$ cat src/sv/tabl_pkg.sv
`timescale 1ns / 1ps
// ----------------------------------------------------------------------------
// tabl_pkg
// shared constants, types and helpers for the trimmed brightness filter
// ----------------------------------------------------------------------------
package tabl_pkg;

    // window of samples averaged per result
    localparam int WINDOW   = 10;
    localparam int SAMPLE_W = 12;
    localparam int LEVEL_W  = 4;
    localparam int CFG_IDX_W = 2;

    // full window sum width and trimmed divisor
    localparam int SUM_W   = $clog2(WINDOW * 4095 + 1);
    localparam int DIVISOR = WINDOW - 2;
    localparam int CNT_W   = $clog2(WINDOW);

    // register indexes of the configuration port
    localparam logic [CFG_IDX_W-1:0] CFG_LEVEL1 = 2'd0;
    localparam logic [CFG_IDX_W-1:0] CFG_LEVEL2 = 2'd1;
    localparam logic [CFG_IDX_W-1:0] CFG_LEVEL3 = 2'd2;
    localparam logic [CFG_IDX_W-1:0] CFG_LEVEL5 = 2'd3;

    // limit values after reset
    localparam logic [SAMPLE_W-1:0] LIMIT1_RST = 12'd200;
    localparam logic [SAMPLE_W-1:0] LIMIT2_RST = 12'd500;
    localparam logic [SAMPLE_W-1:0] LIMIT3_RST = 12'd1000;
    localparam logic [SAMPLE_W-1:0] LIMIT5_RST = 12'd2000;

    // brightness level codes
    localparam logic [LEVEL_W-1:0] LVL_1 = 4'd1;
    localparam logic [LEVEL_W-1:0] LVL_2 = 4'd2;
    localparam logic [LEVEL_W-1:0] LVL_3 = 4'd3;
    localparam logic [LEVEL_W-1:0] LVL_5 = 4'd5;
    localparam logic [LEVEL_W-1:0] LVL_8 = 4'd8;

    // accumulator controls from the sequencer
    typedef struct packed {
        logic clear;
        logic add;
    } t_acc_ctrl;

    // first limit the value lies below wins, tested in fixed order
    function automatic logic [LEVEL_W-1:0] pick_level(
        input logic [SAMPLE_W-1:0] v,
        input logic [SAMPLE_W-1:0] l1,
        input logic [SAMPLE_W-1:0] l2,
        input logic [SAMPLE_W-1:0] l3,
        input logic [SAMPLE_W-1:0] l5
    );
        logic [LEVEL_W-1:0] lvl;
        if (v < l1) begin
            lvl = LVL_1;
        end else if (v < l2) begin
            lvl = LVL_2;
        end else if (v < l3) begin
            lvl = LVL_3;
        end else if (v < l5) begin
            lvl = LVL_5;
        end else begin
            lvl = LVL_8;
        end
        return lvl;
    endfunction

endpackage

$ cat src/sv/trimmed_average_brightness_level.sv
`timescale 1ns / 1ps
// ----------------------------------------------------------------------------
// trimmed_average_brightness_level
// trimmed moving average of light samples with a brightness level lookup
// ----------------------------------------------------------------------------
// a request walks the sample chain, one cell a cycle, then the three-stage
//   divider; no new request is taken until the result has moved to the
//   output register
// a finished result waits in the output register while the next request enters
// reset (synchronous, active low) clears the window to zeros, the sequencer
//   and output valid, and loads the default level limits
module trimmed_average_brightness_level (
    input  logic                           i_clk,
    input  logic                           i_rst_n,
    // sample requests
    input  logic                           i_valid,
    output logic                           o_ready,
    input  logic [tabl_pkg::SAMPLE_W-1:0]  i_light_sample,
    // results
    output logic                           o_valid,
    input  logic                           i_ready,
    output logic [tabl_pkg::SAMPLE_W-1:0]  o_filtered_value,
    output logic [tabl_pkg::LEVEL_W-1:0]   o_brightness_level,
    // configuration writes
    input  logic                           i_cfg_we,
    input  logic [tabl_pkg::CFG_IDX_W-1:0] i_cfg_idx,
    input  logic [tabl_pkg::SAMPLE_W-1:0]  i_cfg_data
);
    import tabl_pkg::*;

    typedef enum logic [1:0] {
        S_IDLE,
        S_SCAN,
        S_DIV,
        S_OUT
    } t_state;

    t_state              r_state;
    logic [CNT_W-1:0]    r_cnt;
    logic                r_div_start;
    logic                r_out_valid;
    logic [SAMPLE_W-1:0] r_filtered;
    logic [LEVEL_W-1:0]  r_level;

    logic [SAMPLE_W-1:0] r_lim1;
    logic [SAMPLE_W-1:0] r_lim2;
    logic [SAMPLE_W-1:0] r_lim3;
    logic [SAMPLE_W-1:0] r_lim5;

    logic                w_accept;
    logic                w_out_free;
    logic                w_cell_en;
    logic [SAMPLE_W-1:0] w_cell_q [WINDOW];
    logic [SAMPLE_W-1:0] w_head_d;
    t_acc_ctrl           w_acc_ctrl;
    logic [SUM_W-1:0]    w_trimmed;
    logic                w_div_done;
    logic [SAMPLE_W-1:0] w_quot;

    assign w_accept   = i_valid && o_ready;
    assign w_out_free = !r_out_valid || i_ready;

    // ------------------------------------------------------------------
    // level limits
    // ------------------------------------------------------------------
    always_ff @(posedge i_clk) begin
        if (!i_rst_n) begin
            r_lim1 <= LIMIT1_RST;
            r_lim2 <= LIMIT2_RST;
            r_lim3 <= LIMIT3_RST;
            r_lim5 <= LIMIT5_RST;
        end else if (i_cfg_we) begin
            unique case (i_cfg_idx)
                CFG_LEVEL1: r_lim1 <= i_cfg_data;
                CFG_LEVEL2: r_lim2 <= i_cfg_data;
                CFG_LEVEL3: r_lim3 <= i_cfg_data;
                CFG_LEVEL5: r_lim5 <= i_cfg_data;
                default: ;
            endcase
        end
    end

    // ------------------------------------------------------------------
    // sample chain
    // a request shifts the new sample in at the head and drops the oldest;
    // during the scan the chain rotates, tail back to head, so every sample
    // passes the tail once and the chain ends in its starting order
    // ------------------------------------------------------------------
    assign w_cell_en = w_accept || (r_state == S_SCAN);
    assign w_head_d  = (r_state == S_IDLE) ? i_light_sample : w_cell_q[WINDOW-1];

    tabl_cell u_cell_head (
        .i_clk   (i_clk),
        .i_rst_n (i_rst_n),
        .i_en    (w_cell_en),
        .i_d     (w_head_d),
        .o_q     (w_cell_q[0])
    );

    for (genvar g = 1; g < WINDOW; g++) begin : g_cell
        tabl_cell u_cell (
            .i_clk   (i_clk),
            .i_rst_n (i_rst_n),
            .i_en    (w_cell_en),
            .i_d     (w_cell_q[g-1]),
            .o_q     (w_cell_q[g])
        );
    end

    // ------------------------------------------------------------------
    // sum, max and min of the tail as it goes by
    // ------------------------------------------------------------------
    assign w_acc_ctrl.clear = w_accept;
    assign w_acc_ctrl.add   = (r_state == S_SCAN);

    tabl_accum u_accum (
        .i_clk     (i_clk),
        .i_ctrl    (w_acc_ctrl),
        .i_sample  (w_cell_q[WINDOW-1]),
        .o_trimmed (w_trimmed)
    );

    // divider start is registered together with the last add, so it reads the finished sum
    tabl_div u_div (
        .i_clk   (i_clk),
        .i_rst_n (i_rst_n),
        .i_start (r_div_start),
        .i_num   (w_trimmed),
        .o_done  (w_div_done),
        .o_quot  (w_quot)
    );

    // ------------------------------------------------------------------
    // sequencer and output register
    // ------------------------------------------------------------------
    always_ff @(posedge i_clk) begin
        if (!i_rst_n) begin
            r_state     <= S_IDLE;
            r_cnt       <= '0;
            r_div_start <= 1'b0;
            r_out_valid <= 1'b0;
        end else begin
            r_div_start <= 1'b0;
            if (r_out_valid && i_ready) begin
                r_out_valid <= 1'b0;
            end
            unique case (r_state)
                S_IDLE: begin
                    if (w_accept) begin
                        r_cnt   <= '0;
                        r_state <= S_SCAN;
                    end
                end
                S_SCAN: begin
                    r_cnt <= r_cnt + CNT_W'(1);
                    if (r_cnt == CNT_W'(WINDOW - 1)) begin
                        r_div_start <= 1'b1;
                        r_state     <= S_DIV;
                    end
                end
                S_DIV: begin
                    if (w_div_done) begin
                        // straight out when the slot is free, else hold
                        if (w_out_free) begin
                            r_out_valid <= 1'b1;
                            r_filtered  <= w_quot;
                            r_level     <= pick_level(w_quot, r_lim1, r_lim2,
                                                      r_lim3, r_lim5);
                            r_state     <= S_IDLE;
                        end else begin
                            r_state <= S_OUT;
                        end
                    end
                end
                S_OUT: begin
                    if (w_out_free) begin
                        r_out_valid <= 1'b1;
                        r_filtered  <= w_quot;
                        r_level     <= pick_level(w_quot, r_lim1, r_lim2,
                                                  r_lim3, r_lim5);
                        r_state     <= S_IDLE;
                    end
                end
                default: r_state <= S_IDLE;
            endcase
        end
    end

    assign o_ready            = (r_state == S_IDLE);
    assign o_valid            = r_out_valid;
    assign o_filtered_value   = r_filtered;
    assign o_brightness_level = r_level;

    // ------------------------------------------------------------------
    // checks
    // ------------------------------------------------------------------
    a_accept_starts_scan: assert property (@(posedge i_clk) disable iff (!i_rst_n)
        w_accept |=> (r_state == S_SCAN && r_cnt == '0))
        else $error("request did not start a fresh scan");

    a_scan_in_range: assert property (@(posedge i_clk) disable iff (!i_rst_n)
        (r_state == S_SCAN) |-> (r_cnt <= CNT_W'(WINDOW - 1)))
        else $error("scan count ran past the window");

    a_done_while_waiting: assert property (@(posedge i_clk) disable iff (!i_rst_n)
        w_div_done |-> (r_state == S_DIV))
        else $error("divider finished outside the divide state");

    a_start_after_scan: assert property (@(posedge i_clk) disable iff (!i_rst_n)
        $rose(r_div_start) |-> $past(r_state == S_SCAN))
        else $error("divider started without a finished scan");

    a_level_code: assert property (@(posedge i_clk) disable iff (!i_rst_n)
        r_out_valid |-> (r_level == LVL_1 || r_level == LVL_2 || r_level == LVL_3
                         || r_level == LVL_5 || r_level == LVL_8))
        else $error("brightness level is not a legal code");

endmodule

$ cat src/sv/tabl_cell.sv
`timescale 1ns / 1ps
// ----------------------------------------------------------------------------
// tabl_cell
// one sample slot of the window chain, loads its neighbor when enabled
// ----------------------------------------------------------------------------
module tabl_cell (
    input  logic                          i_clk,
    input  logic                          i_rst_n,
    input  logic                          i_en,
    input  logic [tabl_pkg::SAMPLE_W-1:0] i_d,
    output logic [tabl_pkg::SAMPLE_W-1:0] o_q
);
    import tabl_pkg::*;

    logic [SAMPLE_W-1:0] r_q;

    // window starts out cleared
    always_ff @(posedge i_clk) begin
        if (!i_rst_n) begin
            r_q <= '0;
        end else if (i_en) begin
            r_q <= i_d;
        end
    end

    assign o_q = r_q;

endmodule

$ cat src/sv/tabl_accum.sv
`timescale 1ns / 1ps
// ----------------------------------------------------------------------------
// tabl_accum
// running sum, maximum and minimum of the samples passing the chain tail
// ----------------------------------------------------------------------------
module tabl_accum (
    input  logic                          i_clk,
    input  tabl_pkg::t_acc_ctrl           i_ctrl,
    input  logic [tabl_pkg::SAMPLE_W-1:0] i_sample,
    output logic [tabl_pkg::SUM_W-1:0]    o_trimmed
);
    import tabl_pkg::*;

    logic [SUM_W-1:0]    r_sum;
    logic [SAMPLE_W-1:0] r_max;
    logic [SAMPLE_W-1:0] r_min;

    always_ff @(posedge i_clk) begin
        if (i_ctrl.clear) begin
            r_sum <= '0;
            r_max <= '0;
            r_min <= '1;
        end else if (i_ctrl.add) begin
            r_sum <= r_sum + SUM_W'(i_sample);
            if (i_sample > r_max) begin
                r_max <= i_sample;
            end
            if (i_sample < r_min) begin
                r_min <= i_sample;
            end
        end
    end

    // one max and one min dropped
    assign o_trimmed = r_sum - SUM_W'(r_max) - SUM_W'(r_min);

endmodule

$ cat src/sv/tabl_div.sv
`timescale 1ns / 1ps
// ----------------------------------------------------------------------------
// tabl_div
// divide by the trimmed window size: reciprocal multiply, then one correction
// ----------------------------------------------------------------------------
module tabl_div (
    input  logic                          i_clk,
    input  logic                          i_rst_n,
    input  logic                          i_start,
    input  logic [tabl_pkg::SUM_W-1:0]    i_num,
    output logic                          o_done,
    output logic [tabl_pkg::SAMPLE_W-1:0] o_quot
);
    import tabl_pkg::*;

    localparam int PROD_W = 2 * SUM_W + 1;
    localparam logic [SUM_W:0]   RECIP = (SUM_W + 1)'((2 ** SUM_W) / DIVISOR);
    localparam logic [SUM_W-1:0] DIV_V = SUM_W'(DIVISOR);

    logic [2:0]          r_v;
    logic [SUM_W-1:0]    r_num;
    logic [SUM_W-1:0]    r_num2;
    logic [SAMPLE_W-1:0] r_q0;
    logic [SAMPLE_W-1:0] r_q;

    logic [PROD_W-1:0]   w_prod;
    logic [SUM_W-1:0]    w_rem;

    // estimate is exact or one low
    assign w_prod = PROD_W'(r_num) * PROD_W'(RECIP);
    assign w_rem  = r_num2 - SUM_W'(SUM_W'(r_q0) * DIV_V);

    always_ff @(posedge i_clk) begin
        if (!i_rst_n) begin
            r_v <= '0;
        end else begin
            r_v <= {r_v[1:0], i_start};
        end
    end

    always_ff @(posedge i_clk) begin
        if (i_start) begin
            r_num <= i_num;
        end
        if (r_v[0]) begin
            r_q0   <= w_prod[SUM_W+SAMPLE_W-1:SUM_W];
            r_num2 <= r_num;
        end
        if (r_v[1]) begin
            r_q <= (w_rem >= DIV_V) ? r_q0 + SAMPLE_W'(1) : r_q0;
        end
    end

    assign o_done = r_v[2];
    assign o_quot = r_q;

endmodule

$ cat config.mk
export PLATFORM = sky130hd
export DESIGN_NAME = trimmed_average_brightness_level
export DESIGN_NICKNAME = d
export VERILOG_FILES = /design/src/sv/tabl_pkg.sv /design/src/sv/trimmed_average_brightness_level.sv /design/src/sv/tabl_cell.sv /design/src/sv/tabl_accum.sv /design/src/sv/tabl_div.sv
export SDC_FILE = /design/constraint.sdc
export NUM_CORES = 1
export LEC_CHECK = 0
export BUFFER_PORTS_ARGS = -buffer_cell sky130_fd_sc_hd__buf_2
export CAP_MARGIN = 20
export CORE_UTILIZATION = 56
export DETAILED_ROUTE_END_ITERATION = 10
export PLACE_DENSITY = 0.84
export SLEW_MARGIN = 20
export SYNTH_ARGS = -nofsm -noshare
export SYNTH_HDL_FRONTEND = slang
export SYNTH_HIERARCHICAL = 1
export SYNTH_SLANG_ARGS = --single-unit
$ cat constraint.sdc
create_clock -name i_clk -period 2.5 [get_ports i_clk]
set_input_delay 0.125 -clock i_clk [delete_from_list [all_inputs] [get_ports i_clk]]
set_output_delay 0.125 -clock i_clk [all_outputs]
set_load 0.02 [all_outputs]
# Yosys cells after proc, flatten, opt, wreduce, memory -nomap -nowiden
# Index checks and enable logic that the tools add are counted.
totals:
  reg_bits: 291
  in_bits: 31
  out_inout_bits: 18
  word_cells: 96
classes:
  addsub: 6
  n_lt_le_gt_ge: 7
  eq_ne: 11
  n_mux: 25
  n_reduce_logical: 19
op_table:
  columns: ["op", "count"]
  rows:
  - ["$lt A12 B12 Y1", 5]
  - ["$mux W12", 4]
  - ["$sub A16 B12 Y16", 2]
  - ["$mux W4", 7]
  - ["$pmux W12 S2", 1]
  - ["$add A16 B12 Y16", 1]
  - ["$ge A16 B4 Y1 const B", 1]
  - ["$pmux W4 S2", 2]
  - ["$reduce_and A2 Y1", 8]
  - ["$sub A16 B15 Y16", 1]
  - ["$add A12 B1 Y12 const B", 1]
  - ["$gt A12 B12 Y1", 1]
  - ["$mux W2", 5]
  - ["$eq A2 B2 Y1 const B", 4]
  - ["$pmux W2 S4", 1]
  - ["$add A4 B1 Y4 const B", 1]
  - ["$eq A2 B1 Y1 const B", 2]
  - ["$eq A4 B4 Y1 const B", 1]
  - ["$logic_not A2 Y1", 2]
  - ["$mux W1", 4]
  - ["$ne A2 B1 Y1 const B", 2]
  - ["$ne A2 B2 Y1 const B", 2]
  - ["$reduce_and A4 Y1", 1]
  - ["$reduce_bool A2 Y1", 2]
  - ["5 further kinds", 7]

# Longest topological paths before layout
logic_depth:
  word_depth: 8
  depth_mapped: 9
  ltp_nobuf: 9

# Cells and area by module
# The synthesis kept the hierarchy.
modules_own_cells:
  columns: ["mod", "n_inst", "cells_each", "area_each_um2", "seq_area_each_um2"]
  rows:
  - ["tabl_cell", 10, 38, 450.4, 240.2]
  - ["trimmed_average_brightness_level", 1, 431, 3902.5, 1601.5]
  - ["tabl_accum", 1, 469, 3885.0, 800.8]
  - ["tabl_div", 1, 75, 1461.4, 1201.2]

# Worst setup path before layout
# No wires, ideal clock.
synth_timing:
  kind: "reg2reg"
  start: "register u_accum.r_max[11]"
  end: "register u_div.r_num[15] (data pin)"
  setup_time_ns: 0.259
  arrival_ns: 2.268
  required_ns: 2.241
  path_slack_ns: -0.027
  path_stages_with_launch: 8
  path_buffers: 1
  period_less_slack_ns: 2.527
  cell_sequence: "dfxtp_1 -> inv_1 -> fa_1 -> ha_1 -> clkbuf_1 -> a2111oi_1 -> mux2_2 -> a211o_1"
synth_between:
  elab_chain_len: 2
synth_lines:
  columns: ["item", "line_no", "text"]
  rows:
  - ["start, declared", "tabl_accum.sv:15", "logic [SAMPLE_W-1:0] r_max;"]
  - ["start signal, assigned", "tabl_accum.sv:26", "r_max <= i_sample;"]
  - ["$sub A16 B12 Y16 (2 in series)", "tabl_accum.sv:35", "assign o_trimmed = r_sum - SUM_W'(r_max) - SUM_W'(r_min);"]
  - ["net w_trimmed[15]", "trimmed_average_brightness_level.sv:56", "logic [SUM_W-1:0] w_trimmed;"]
  - ["end signal, assigned", "tabl_div.sv:43", "r_num <= i_num;"]
  - ["end, declared", "tabl_div.sv:21", "logic [SUM_W-1:0] r_num;"]
# The timed path passes the listed nets, and every way through them passes these cells.
# A chain may end at the register's enable or synchronous reset.

# Worst setup path in the final report
layout_timing:
  start: "register u_accum.r_max[6]"
  end: "register u_div.r_num[14] (data pin)"
# The elaborated chain is that of the path after synthesis.

==> key figures <==
Detailed routing
  • Vias per std cell: 5.603
  • Drt first pass iters: 7
  • Via count: 9940
  • DR iter-0 viols: roughly 500
  • Antenna Nets Post-Route: 0
  • Post-route DRC: 0
  • Drt wl/cell: around 16 µm
  • Final wirelength: roughly 28000 µm

Floorplanning
  • Core ar.: 23750 µm²
  • Ports: 49
  • Die Area: 25160 µm²
  • Rows: 56
  • Die boundary width: ~160 µm
  • Starting Density: 0.5783
  • Die H: between 150 and 200 µm

Flow run
  • Max capacitance violation total: 0

Placement
  • Cells after DPL: 1705
  • Dpl hpwl: 19690 µm
  • I/O Buffers: between 40 and 50
  • Placer congestion estimate: 0.8738

Timing
  • Crit path time final: 2.432 ns
  • Max-slew headroom: 0.4452
  • Final Hold Violating Endpoints: 0
  • F_max: 411.2 MHz
  • Slew Limit Fails: 0
  • Fin crit share: 0.9728
  • Clock Skews: 0.01103 ns
  • Setup-failing EPs final: 0
  • Worst Tran Pin Value: roughly 0.83 ns
  • RSZ-0062 raised after global routing: yes

Layout
  • Cell Count, Final, Fillers Out: around 1800
  • Synth-to-layout area growth: 13.85%
  • # diodes: 0
  • Storage element area: 6011 µm²
  • Multi-input logic area: just over 7000 µm²
  • Nets: 1576
  • Layout Utilization: 0.6583
  • Share of layout cells above drive strength 1: 0.1375
  • # fillers: roughly 1800

Synthesis
  • Mapped Nets: around 1500
  • Area of the mapped netlist: between 10000 and 15000 µm²
  • Post-Synthesis Cells: ~1400
  • Yosys Warn Count: 6
  • Mapped Avg Cell Area: 10.15 µm²

Global route
  • GRT Residual Overflow: 0
  • First-pass GRT wire length: 46200 µm
  • Largest net degree at the start of global routing: 98
  • GR Util All Layers: 0.2290
  • Antenna violations before repair: 1
  • Vias in the first global route: 9896

Setup path
  • Flop-to-flop setup slack: roughly 0.068 ns
  • CP Capture Type: register
  • Delay-heaviest family, CP: adder cells
  • Critical path launch point type: register
  • Max incr delay on CP: 0.51 ns
  • Crit path buf inv count: 1
  • Max FO, Critical Path: 7
  • CP cell instances: inv_1 > fa_1 > ha_2 > or3_1 > a21oi_1 > a211oi_2 > a211o_1
  • Critical path class: reg -> reg
  • WP data arrival: about 2.7 ns
  • Worst endpoint required time: ~2.8 ns
  • Slowest cell on the critical path: fa_1

CTS
  • Clk_lat worst skew: approximately 0.54 ns
  • Total CTS buffers: 28
  • Number of post-CTS setup repair buffers: 0
  • H-tree depth: 1
  • Clk buf depth: 3
  • Clock Sinks: 273
  • Worst-path clk slew: approximately 0.060 ns
  • Root Buffer: clkbuf_16
  • CTS tree: yes

Hold path
  • Min-Delay Path Class: in -> reg

Pwr
  • Pwr Density: between 600 and 700 nW/µm²
  • Leakage power: between 6 and 7 nW
  • Max IR drop VDD: 0.6251 mV

Status
  • Outcome: finished, final reports clean
==> path summary, 6_finish.rpt <==
kind,from,endpoint,depth (start not counted)
worst max-delay path,u_accum/r_max[6],u_div/r_num[14],7
worst min-delay path,i_light_sample[7],u_cell_head/o_q[7],4
worst max register to register,u_accum/r_max[6],u_div/r_num[14],7
worst min register to register,u_div/r_num[12],u_div/r_num2[12],0
==> tightest hold or removal path: cells and delay by family <==
family	cells	cell delay, ns
and+or+nand+nor	1	0.10
buffers and inverters	1	0.09
muxes	2	0.20
==> where the power goes <==
group          internal [mW]  switching, mW
Sequential              4.61         0.0500
Clock                   2.44           1.64
Combinational          0.679          0.774
==> per-layer routing <==
layer | GRT usage | wire length (µm) | share of wire
met5 | 0 | 13 | 0.00046
met4 | 0.1117 | 1283 | 0.046
met3 | 0.03402 | 1171 | 0.042
met2 | 0.4156 | 13840 | 0.49
met1 | 0.2619 | 11820 | 0.42
==> repair_timing <==
item / in CTS / in global routing
resized for setup: 3 / 19
pin swaps: 1 / 9
endpoints found under the hold margin: 55 / 0
hold buffers: 19 / 0
endpoints found under the setup margin: 2 / 8
==> cells in the final DEF, fill, tap and decap left out, drive strengths merged, types with 4 or more instances in the layout <==
cell,count
fa,13
o21ai,39
nand4,16
nand3,30
nor2b,129
and3,8
a211o,8
a22oi,4
and2,6
a21o,24
nor3,10
o21a,6
dlygate4sd3,19
or2,4
clkbuf,40
edfxtp,54
nand2,114
dfxtp,219
nor3b,7
ha,97
a211oi,16
or3,6
mux2i,139
buf,94
nor2,56
a21boi,28
a21oi,60
o211ai,27
a2111oi,5
clkinv,4
inv,85
nand2b,5
clkinvlp,4
xnor2,17
mux2,15
xor2,7
==> area by class of cell <==
cell class / count / share of cell area
timing repair buffer: 113 / 0.05217
multi-input combinational: 934 / 0.4588
clock inverter: 10 / 0.006801
tap: 319 / 0.02552
inverter: 85 / 0.02072
sequential: 273 / 0.3844
clock buffer: 40 / 0.05161
==> sequential cells by signal, indices dropped and copies added, names as in the netlist, 13 cells and up <==
signal	count
g_cell.u_cell/o_q	108
u_accum/r_sum	16
u_div/r_num2	13
u_div/r_num	13
==> metrics by stage <==
stage	worst slack, ns	total power, mW	hold slack, ns	setup TNS (ns)	area (µm²)
final	0.06807	10.19	0.01703	0	15640
after global routing	-0.02168	10.59	0.02392	-0.04326	15640
after CTS	0.01850	10.21	0.002075	0	15570
after detailed placement	-0.04892	6.081	0.4045	-0.04957	14450
after global placement	0.01299	6.038	0.4006	0	14450
after floorplan	0.03119	5.739	0.2467	0	13740
Power figures use the tool's default switching activity.
